`config.mk`:
```
export PLATFORM = sky130hd
export DESIGN_NAME = chr_ram
export DESIGN_NICKNAME = d
export VERILOG_FILES = /design/src/rtl/chr_ram.sv
export SDC_FILE = /design/constraint.sdc
export NUM_CORES = 2
export LEC_CHECK = 0
export BUFFER_PORTS_ARGS = -buffer_cell sky130_fd_sc_hd__buf_4
export CAP_MARGIN = 10
export CORE_ASPECT_RATIO = 1.4
export CORE_MARGIN = 1
export CORE_UTILIZATION = 35
export DETAILED_ROUTE_END_ITERATION = 8
export SYNTH_ARGS = -nofsm -noshare
export SYNTH_HDL_FRONTEND = slang
export SYNTH_SLANG_ARGS = --single-unit
```
`constraint.sdc`:
```
create_clock -name clk -period 2.6 [get_ports clk]
set_clock_uncertainty 0.15 [all_clocks]
set_input_delay 0.13 -clock clk [delete_from_list [all_inputs] [get_ports clk]]
set_output_delay 0.13 -clock clk [all_outputs]
set_load 0.005 [all_outputs]
```
`src/rtl/chr_ram.sv`:
```
`default_nettype none
module chr_ram #(
  parameter int WIDTH = 8,
  parameter int DEPTH = 256
) (
  input  wire                      clk,
  input  wire                      we,
  input  wire  [$clog2(DEPTH)-1:0] waddr,
  input  wire  [WIDTH-1:0]         wdata,
  input  wire                      re,
  input  wire  [$clog2(DEPTH)-1:0] raddr,
  output logic [WIDTH-1:0]         rdata
);

  logic [WIDTH-1:0] mem_r [DEPTH];

  // One write port, one registered read port; read data holds between reads.
  always_ff @(posedge clk) begin
    if (we) begin
      mem_r[waddr] <= wdata;
    end
    if (re) begin
      rdata <= mem_r[raddr];
    end
  end

endmodule
`default_nettype wire

```
==> impl_results.md <==
* Die width at 405 µm
* Pins Over Slew Limit at 0
* Outcome: complete, no violations
* Vias per Instance at 5.31
* Count of buffers from port buffering at 34
* Placed Area at 89,000 µm²
* EDFF count, synth at 2,056
* Longest Clk Path Bufs at 4
* Post-synth ARST share at 0%
* Cells after Synth at 3,733
* CTS tree: done
* Max-Cap Viols at 0
* Kind of critical path: reg -> reg
* Critical Path RT at 2.99 ns
* Tightest Pin Transition at 1.27 ns
* Antenna violations before repair at 9
* CTS sink cnt at 2,056
* Final Critical Period at 2.59 ns
* First-pass GRT wire length at 299 mm
* Fmax achieved at 385 MHz
* Post-route setup TNS at 0 ns
* Final period utilization at 99.8%
* Slowest stage cell, crit path: mux4_2
* Avg Inst Size Synth at 21.3 µm²
* Post-detail-place hpwl at 141 mm
* Hold WC Path Type: in -> reg
* Commonest non-fill, non-tap cell in the layout: edfxtp_1
* Worst R2R Path Depth at 6
* Number of routed nets with antenna violations at 0
* Sequential standard cell area at 61,700 µm²
* Relative slew slack at 15.5%
* Total Routing Usage GR at 17.9%
* Postcts setup bufs at 0
* Post-layout nets at 4,514
* Post-synth cell types at 54
* Worst-Skew Late Latency at 0.82 ns
* Largest net degree at the start of global routing at 113
* CP Max Fanout at 1
* RSZ-0062 raised after global routing: yes
* Detailed Route WL at 207 mm
* Row Count at 206
* Area Overhead vs Synth at 19.8%
* First DRT Iteration DRCs at 3,692
* Crit path cell chain: mux4_2 > a22o_1 > a221oi_4 > o32ai_1 > nor3_2 > nor4_1
* Register area share after synthesis at 77.5%
* DIE AREA at 229,000 µm²
* Crit path capture type: flop
* Top FF cell, synth: edfxtp_1
* Gr ovfl total at 0
* Fin util at 42.3%
* Ports at 35
* Final setup violation count at 0
* Multi-input gate area at 16,800 µm²
* PD cells at 710 nW/µm²
* Layout cells sized above 1 at 33.5%
* Cell area after layout at 95,400 µm²
* Slowest Stage Delay on Critical Path at 0.49 ns
* Synth warn at 0
* Post-route DRC at 0
* Syn_nets at 3,760
* Vias post-DR at 40,500
* #FFs+latches synth at 2,056
* Worst IR Drop VDD at 0.564 mV
* Detailed-router iteration count before antenna repair at 6
* Clock Tree Root: clkbuf_16
* Hold Path Depth at 5
* Die Ht at 566 µm
* Vias in the first global route at 42,000
* Clock transition at path regs at 0.07 ns
* Synthesized cell area at 79,600 µm²
* Crit start category: flop
* Most frequent cells in the layout: 2,056 x edfxtp_1, 680 x buf_4, 454 x mux4_2
* Final Non-Filler Cells at 7,639
* Initial core utilization at 35.3%
* Placer Congestion at 0.881
* H-tree depth at 4
* Final hold violation count at 0
* Total chip power at 67.8 mW
* Drt wl/cell at 27.1 µm
* Filler Cells Inserted at 19,400
* Lkg Pwr at 30.6 nW
* Core area at 226,000 µm²
* Critical path arrival at 2.99 ns
* Cts bufs inserted at 181
* Placed cells at 7,295
==> what timing repair did <==
item                       in CTS  in global routing
hold endpoints to repair     1917                  0
resized for setup              39                 16
pin swaps                      12                  6
setup endpoints to repair       7                 12
hold buffers                   26                  0
==> layer usage <==
layer	track usage [%]	share of wire, %
met4	7.12	4.3
met5	0	0.0044
met1	22.0	38
met3	1.95	5.2
met2	32.1	53
==> synthesized netlist by cell type (2+ instances only) <==
cell type,instances,area [µm²]
a2111oi_0,2,17.5
a2111oi_1,2,20.0
a211oi_1,16,120
a21oi_1,96,480
a221oi_1,13,114
a22o_1,8,70.1
a22oi_1,133,998
a311oi_1,2,17.5
a31oi_1,2,12.5
and2_1,6,37.5
and3b_1,2,17.5
buf_1,22,82.6
buf_12,8,160
buf_2,31,155
buf_4,27,203
buf_6,21,236
buf_8,13,195
clkbuf_1,111,417
edfxtp_1,2056,61700
mux2i_1,134,1340
mux4_1,2,52.6
mux4_2,454,10200
nand2_1,33,124
nand2b_1,8,50.1
nand3_1,34,170
nand3b_1,2,15.0
nand4_1,10,62.6
nor2_1,282,1060
nor2b_1,31,194
nor3_1,22,110
nor4_1,24,150
nor4_2,3,37.5
o211ai_1,10,75.1
o21ai_0,10,50.1
o21ai_1,2,10.0
o221ai_1,46,403
o22a_1,5,43.8
o22ai_1,28,175
o32ai_1,4,35.0
or2_2,4,25.0
==> final cells by class <==
class	count	share of cell area (%)
antenna	4	0.0105
clock buffer	213	4.94
clock inverter	102	1.22
inverter	2	0.00787
multi-input combinational	1442	17.6
sequential	2056	64.7
tap	3016	3.95
timing repair buffer	804	7.60
==> cell families after synthesis <==
logic type,share of synthesized area (%)
flip-flops,77.5
AND/OR/NAND/NOR,2.63
buffers and inverters,1.83
AO/OA/AOI/OAI,3.42
multiplexers,14.6
==> stage by stage <==
step | hold WS [ns] | setup WS [ns]
global route | 0.174 | -0.00139
floorplan | 0.0789 | 0.244
finish | 0.174 | 0.00587
CTS | 0.128 | -0.0146
detailed placement | 0.382 | -1.20
global placement | 0.383 | -1.39
==> critical path: cells and delay by family (launching register included) <==
kind / cells / cell delay [ns]
muxes: 1 / 0.49
AOI/OAI and AO/OA: 3 / 0.78
DFF: 1 / 0.37
and+or+nand+nor: 2 / 0.56
==> where the power goes <==
group          leakage [nW]  internal, mW  switching (mW)
combinational          9.28          1.67            2.33
clock                  2.85          15.4            11.8
sequential             18.5          36.5          0.0410
total                  30.6          53.6            14.1
==> sequential cells by signal (all words and copies together) (netlist names) <==
signal	flops
rdata	8
mem_r	2048
==> path summary, 6_finish.rpt <==
kind | start | end | slack [ns]
worst min register to register | mem_r[33][5] | rdata[5] | 1.02
worst max-delay path | mem_r[211][3] | rdata[3] | 0.006
worst min-delay path | raddr[4] | rdata[6] | 0.17
worst max register to register | mem_r[211][3] | rdata[3] | 0.006
No activity file was read; power rests on OpenSTA's default activity.
