--- src/rtl/chr_pkg.sv ---
`default_nettype none
package chr_pkg;

  // Ring geometry and item field widths.
  localparam int RING_SLOTS   = 256;
  localparam int SLOT_W       = 8;
  localparam int MACH_W       = 4;
  localparam int MAX_MACHINES = 16;
  localparam int MAX_SHARDS   = 16;
  localparam int CNT_W        = 5;
  localparam int FILL_W       = 9;
  localparam int LFSR_W       = 32;

  // Occupancy is scanned one chunk of slots per cycle.
  localparam int CHUNK_W    = 16;
  localparam int NUM_CHUNKS = RING_SLOTS / CHUNK_W;
  localparam int CHUNK_IW   = 4;

  localparam logic [LFSR_W-1:0] LFSR_TAPS = 32'h8020_0003;

  // Operation codes.
  localparam logic [1:0] FN_ADD    = 2'd0;
  localparam logic [1:0] FN_REMOVE = 2'd1;
  localparam logic [1:0] FN_LOOKUP = 2'd2;

  // Result status codes.
  localparam logic [1:0] ST_OK      = 2'd0;
  localparam logic [1:0] ST_NO_ROOM = 2'd1;
  localparam logic [1:0] ST_EMPTY   = 2'd2;
  localparam logic [1:0] ST_UNKNOWN = 2'd3;

  // Register indexes on the configuration port.
  localparam logic REG_SHARDS = 1'b0;
  localparam logic REG_SEED   = 1'b1;

  typedef enum logic [12:0] {
    S_IDLE   = 13'b0000000000001,
    S_REL_RD = 13'b0000000000010,
    S_REL_WR = 13'b0000000000100,
    S_DRAW   = 13'b0000000001000,
    S_POP    = 13'b0000000010000,
    S_MOD    = 13'b0000000100000,
    S_PRD1   = 13'b0000001000000,
    S_PRD2   = 13'b0000010000000,
    S_PWR    = 13'b0000100000000,
    S_ASSIGN = 13'b0001000000000,
    S_SCAN   = 13'b0010000000000,
    S_LKOWN  = 13'b0100000000000,
    S_EMIT   = 13'b1000000000000
  } state_t;

endpackage
`default_nettype wire

--- src/rtl/chr_mod_unit.sv ---
`default_nettype none
module chr_mod_unit (
  input  wire                          clk,
  input  wire                          rst_n,
  input  wire                          start,
  input  wire  [chr_pkg::LFSR_W-1:0]   dividend,
  input  wire  [chr_pkg::FILL_W-1:0]   divisor,
  output logic                         done,
  output logic [chr_pkg::SLOT_W-1:0]   remainder
);
  import chr_pkg::*;

  localparam int STEPS = 4;
  localparam int ITERS = LFSR_W / STEPS;

  logic                  busy_r;
  logic [2:0]            iter_r;
  logic [LFSR_W-1:0]     num_r, num_nxt;
  logic [FILL_W-1:0]     rem_r, rem_nxt;
  logic [FILL_W-1:0]     div_r;
  logic                  done_r;

  // Four restoring remainder steps per cycle, most significant bits first.
  always_comb begin
    logic [FILL_W:0] t;
    rem_nxt = rem_r;
    num_nxt = num_r;
    for (int j = 0; j < STEPS; j++) begin
      t = {rem_nxt, num_nxt[LFSR_W-1]};
      num_nxt = {num_nxt[LFSR_W-2:0], 1'b0};
      if (t >= {1'b0, div_r}) begin
        t = t - {1'b0, div_r};
      end
      rem_nxt = t[FILL_W-1:0];
    end
  end

  always_ff @(posedge clk) begin
    if (!rst_n) begin
      busy_r <= 1'b0;
      done_r <= 1'b0;
      iter_r <= '0;
    end else begin
      done_r <= 1'b0;
      if (start) begin
        busy_r <= 1'b1;
        iter_r <= '0;
      end else if (busy_r) begin
        iter_r <= iter_r + 3'd1;
        if (iter_r == 3'(ITERS - 1)) begin
          busy_r <= 1'b0;
          done_r <= 1'b1;
        end
      end
    end
  end

  always_ff @(posedge clk) begin
    if (start) begin
      num_r <= dividend;
      rem_r <= '0;
      div_r <= divisor;
    end else if (busy_r) begin
      num_r <= num_nxt;
      rem_r <= rem_nxt;
    end
  end

  assign done      = done_r;
  assign remainder = rem_r[SLOT_W-1:0];

endmodule
`default_nettype wire

--- config.mk ---
export PLATFORM = sky130hd
export DESIGN_NAME = chr_mod_unit
export DESIGN_NICKNAME = d
export VERILOG_FILES = /design/src/rtl/chr_pkg.sv /design/src/rtl/chr_mod_unit.sv
export SDC_FILE = /design/constraint.sdc
export NUM_CORES = 1
export LEC_CHECK = 0
export BUFFER_PORTS_ARGS = -buffer_cell sky130_fd_sc_hd__buf_2
export CAP_MARGIN = 10
export CORE_ASPECT_RATIO = 0.6
export CORE_MARGIN = 8
export CORE_UTILIZATION = 40
export DETAILED_ROUTE_END_ITERATION = 6
export SYNTH_ARGS = -nofsm -noshare
export SYNTH_HDL_FRONTEND = slang
export SYNTH_SLANG_ARGS = --single-unit
--- constraint.sdc ---
create_clock -name clk -period 15 [get_ports clk]
set_input_delay 2.25 -clock clk [delete_from_list [all_inputs] [get_ports clk]]
set_output_delay 2.25 -clock clk [all_outputs]
set_load 0.05 [all_outputs]
==> impl_results.md <==
* Cell taking the most area after synthesis: edfxtp_1
* Startpoint types: flip-flop
* Synthesized instance count at 387
* Max incr delay on CP at 630 ps
* I/O pin cnt at 53
* Top FF cell, synth: edfxtp_1
* Worst setup margin at 5160 ps
* Data required, critical path at 15,220 ps
* RSZ-0062 raised after global routing: no
* Worst Reg-to-Reg Cells at 32
* Yosys top cell area share at 30.0%
* Site Rows at 28
* Area Growth Syn to Fin at 12.1%
* Final wirelength at 9920 um
* All-Layer GR Usage at 14.5%
* Final nets at 515
* Outcome: finished clean
* Syn Area/Cell at 10.6 sq um
* R2r endpoint: rem_r[0]
* Reg-to-Reg Start: div_r[0]
* Max-slew headroom at 35.7%
* Hold Fails Final Rpt at 0
* Starting Density at 41.3%
* Largest net degree at the start of global routing at 56
* Final Wtd Congestion at 0.876
* Die area at 13,800 sq um
* Initial DRT Pass Iterations at 5
* Syn nets at 473
* Final min period at 9840 ps
* Worst slew pin tran at 963 ps
* Hpwl dp at 7800 um
* Core ar. at 9910 sq um
* Vias at 3,113
* Clock latency on the worst-skew pair at 300 ps
* CP endpoint: rem_r[0]
* Synth top area cells: edfxtp_1 30%, ha_1 12%, mux2_2 9.9%
* Post-CTS Setup Repair Bufs at 0
* Reg2Reg Setup Slack at 5160 ps
* Number of max-cap violations at 0
* Synth warn at 0
* Post_cts resized at 0
* Routed Antenna Nets at 0
* CP Capture Type: flip-flop
* Critical path's most frequent cell: ha_1
* Final Skew at 6.09 ps
* H-tree Lvls at 2
* Top cells by count, synth: 41 x edfxtp_1, 38 x ha_1, 36 x mux2_2, 26 x nor2_1, 24 x a21oi_1
* First-pass GRT wire length at 15,900 um
* Final period util at 65.6%
* Post-Syn Area at 4100 sq um
* Via-per-instance ratio at 5.51
* Die Wd at 147 um
* Synthesis-stage register bit count at 55
* Slowest cell on the critical path: a31oi_2
* Kind of critical path: reg2reg
* Max FO, Critical Path at 13
* Post-synth EDFFs at 41
* Hold_buf cts at 0
* DRC errors left at 0
* Antenna Cells at 0
* Asr flop ratio synth at 0%
* Die Ht at 94.4 um
* Seq/Total Area, Yosys at 36.9%
* Hold Crit Class: reg2reg
* Share of cells above drive strength 1 at 25.6%
* DP Worst Slack at 5390 ps
* Clock sink count at 55
* Vias in the first global route at 3,054
* Setup TNS Final at 0 ps
* Grt ovf at 0
* Dominant cell by count in the synthesized netlist: edfxtp_1
* Clock root cell: clkbuf_16
* Iteration-0 DRC count of the detailed router at 258
* Finished Layout Cells at 565
* Routed wire per std cell at 17.6 um
* Clk buf depth at 2
* Num CTS Buffers at 5
* Crit path DAT at 10,060 ps
* Initial antenna violation count at 0
* FMAX at 102 MHz
* Crit path from: div_r[0]
* Netlist cell types at 52
* Dpl cells at 557
* CTS tree: yes
* Clock Pin Slew Worst Setup and Hold Paths at 80 ps
* Fin. max-slew vios at 0
* IO Port Bufs at 52
* Final Setup Violations at 0
[per-layer routing]
| metal | vias up | part of all wire (%) | track usage, % |
|---|---|---|---|
| met5 | - | 0 | 0 |
| li1 | 1519 | - | - |
| met4 | 0 | 0.55 | 2.73 |
| met1 | 1512 | 56 | 22.8 |
| met3 | 5 | 5.9 | 2.82 |
| met2 | 77 | 38 | 19.7 |
[cell usage in the layout (no fill, tap or decap), types with 7 or more instances in the layout]
cell and n:
mux2i_1 11, a21oi_1 24, xnor2_1 16, ha_1 38, inv_1 21, a21o_1 10, buf_2 52, dfxtp_1 14
xor2_1 10, nand2_1 14, nand2b_1 7, mux2_2 36, edfxtp_1 41, nand4_1 7, o21ai_0 12, nor2_1 26
a211oi_1 11
[cell type report]
| class | instances | area (sq um) |
|---|---|---|
| Timing Repair Buffer | 53 | 268 |
| Clock inverter | 2 | 20.0 |
| Clock buffer | 6 | 139 |
| Multi-Input combinational cell | 292 | 2410 |
| Inverter | 22 | 82.6 |
| Tap cell | 135 | 169 |
| Sequential cell | 55 | 1510 |
| Fill cell | 923 | 5320 |
[cell families (layout without fill, tap and decap cells)]
| family | after synthesis | after routing | synth area share (%) |
|---|---|---|---|
| simple gates | 81 | 81 | 9.92 |
| mux | 50 | 50 | 14.0 |
| flops | 55 | 55 | 36.9 |
| fa+ha+maj | 42 | 42 | 13.6 |
| compound gates | 93 | 93 | 15.6 |
| buf+inv | 40 | 83 | 4.43 |
| xor+xnor | 26 | 26 | 5.56 |
[flip-flops by register name (all words and copies together) (netlist names)]
signal,count
busy_r,1
div_r,9
done,1
iter_r,3
num_r,32
rem_r,9
[worst min path at each step]
stage | slack, ps | to | startpoint | cells past startpoint
after floorplan | 460 | iter_r[1] | iter_r[1] | 2
after global placement | 480 | iter_r[1] | iter_r[1] | 2
after detailed placement | 500 | iter_r[1] | iter_r[1] | 2
after CTS | 520 | iter_r[1] | iter_r[1] | 2
after global routing | 550 | iter_r[2] | iter_r[2] | 2
final | 510 | iter_r[1] | iter_r[1] | 2
[per-stage QoR]
stage / hold WS (ps) / cell area [sq um] / utilization [%]
final: 510 / 4600 / 46.4
after global routing: 545 / 4600 / 46.4
after CTS: 522 / 4600 / 46.4
after detailed placement: 504 / 4440 / 44.8
after global placement: 479 / 4440 / 44.8
after floorplan: 465 / 4100 / -
[critical path, delay by kind of cell, from the launching register on]
family,cells,cell delay (ps)
AO/OA/AOI/OAI,19,5440
flip-flops,1,500
AND/OR/NAND/NOR,3,740
multiplexers,4,1350
adder cells (fa/ha/maj),5,1660
buffers and inverters,1,50
Power is not shown: default switching activity piles up to over one toggle a cycle in this logic, so the estimate is an artifact.
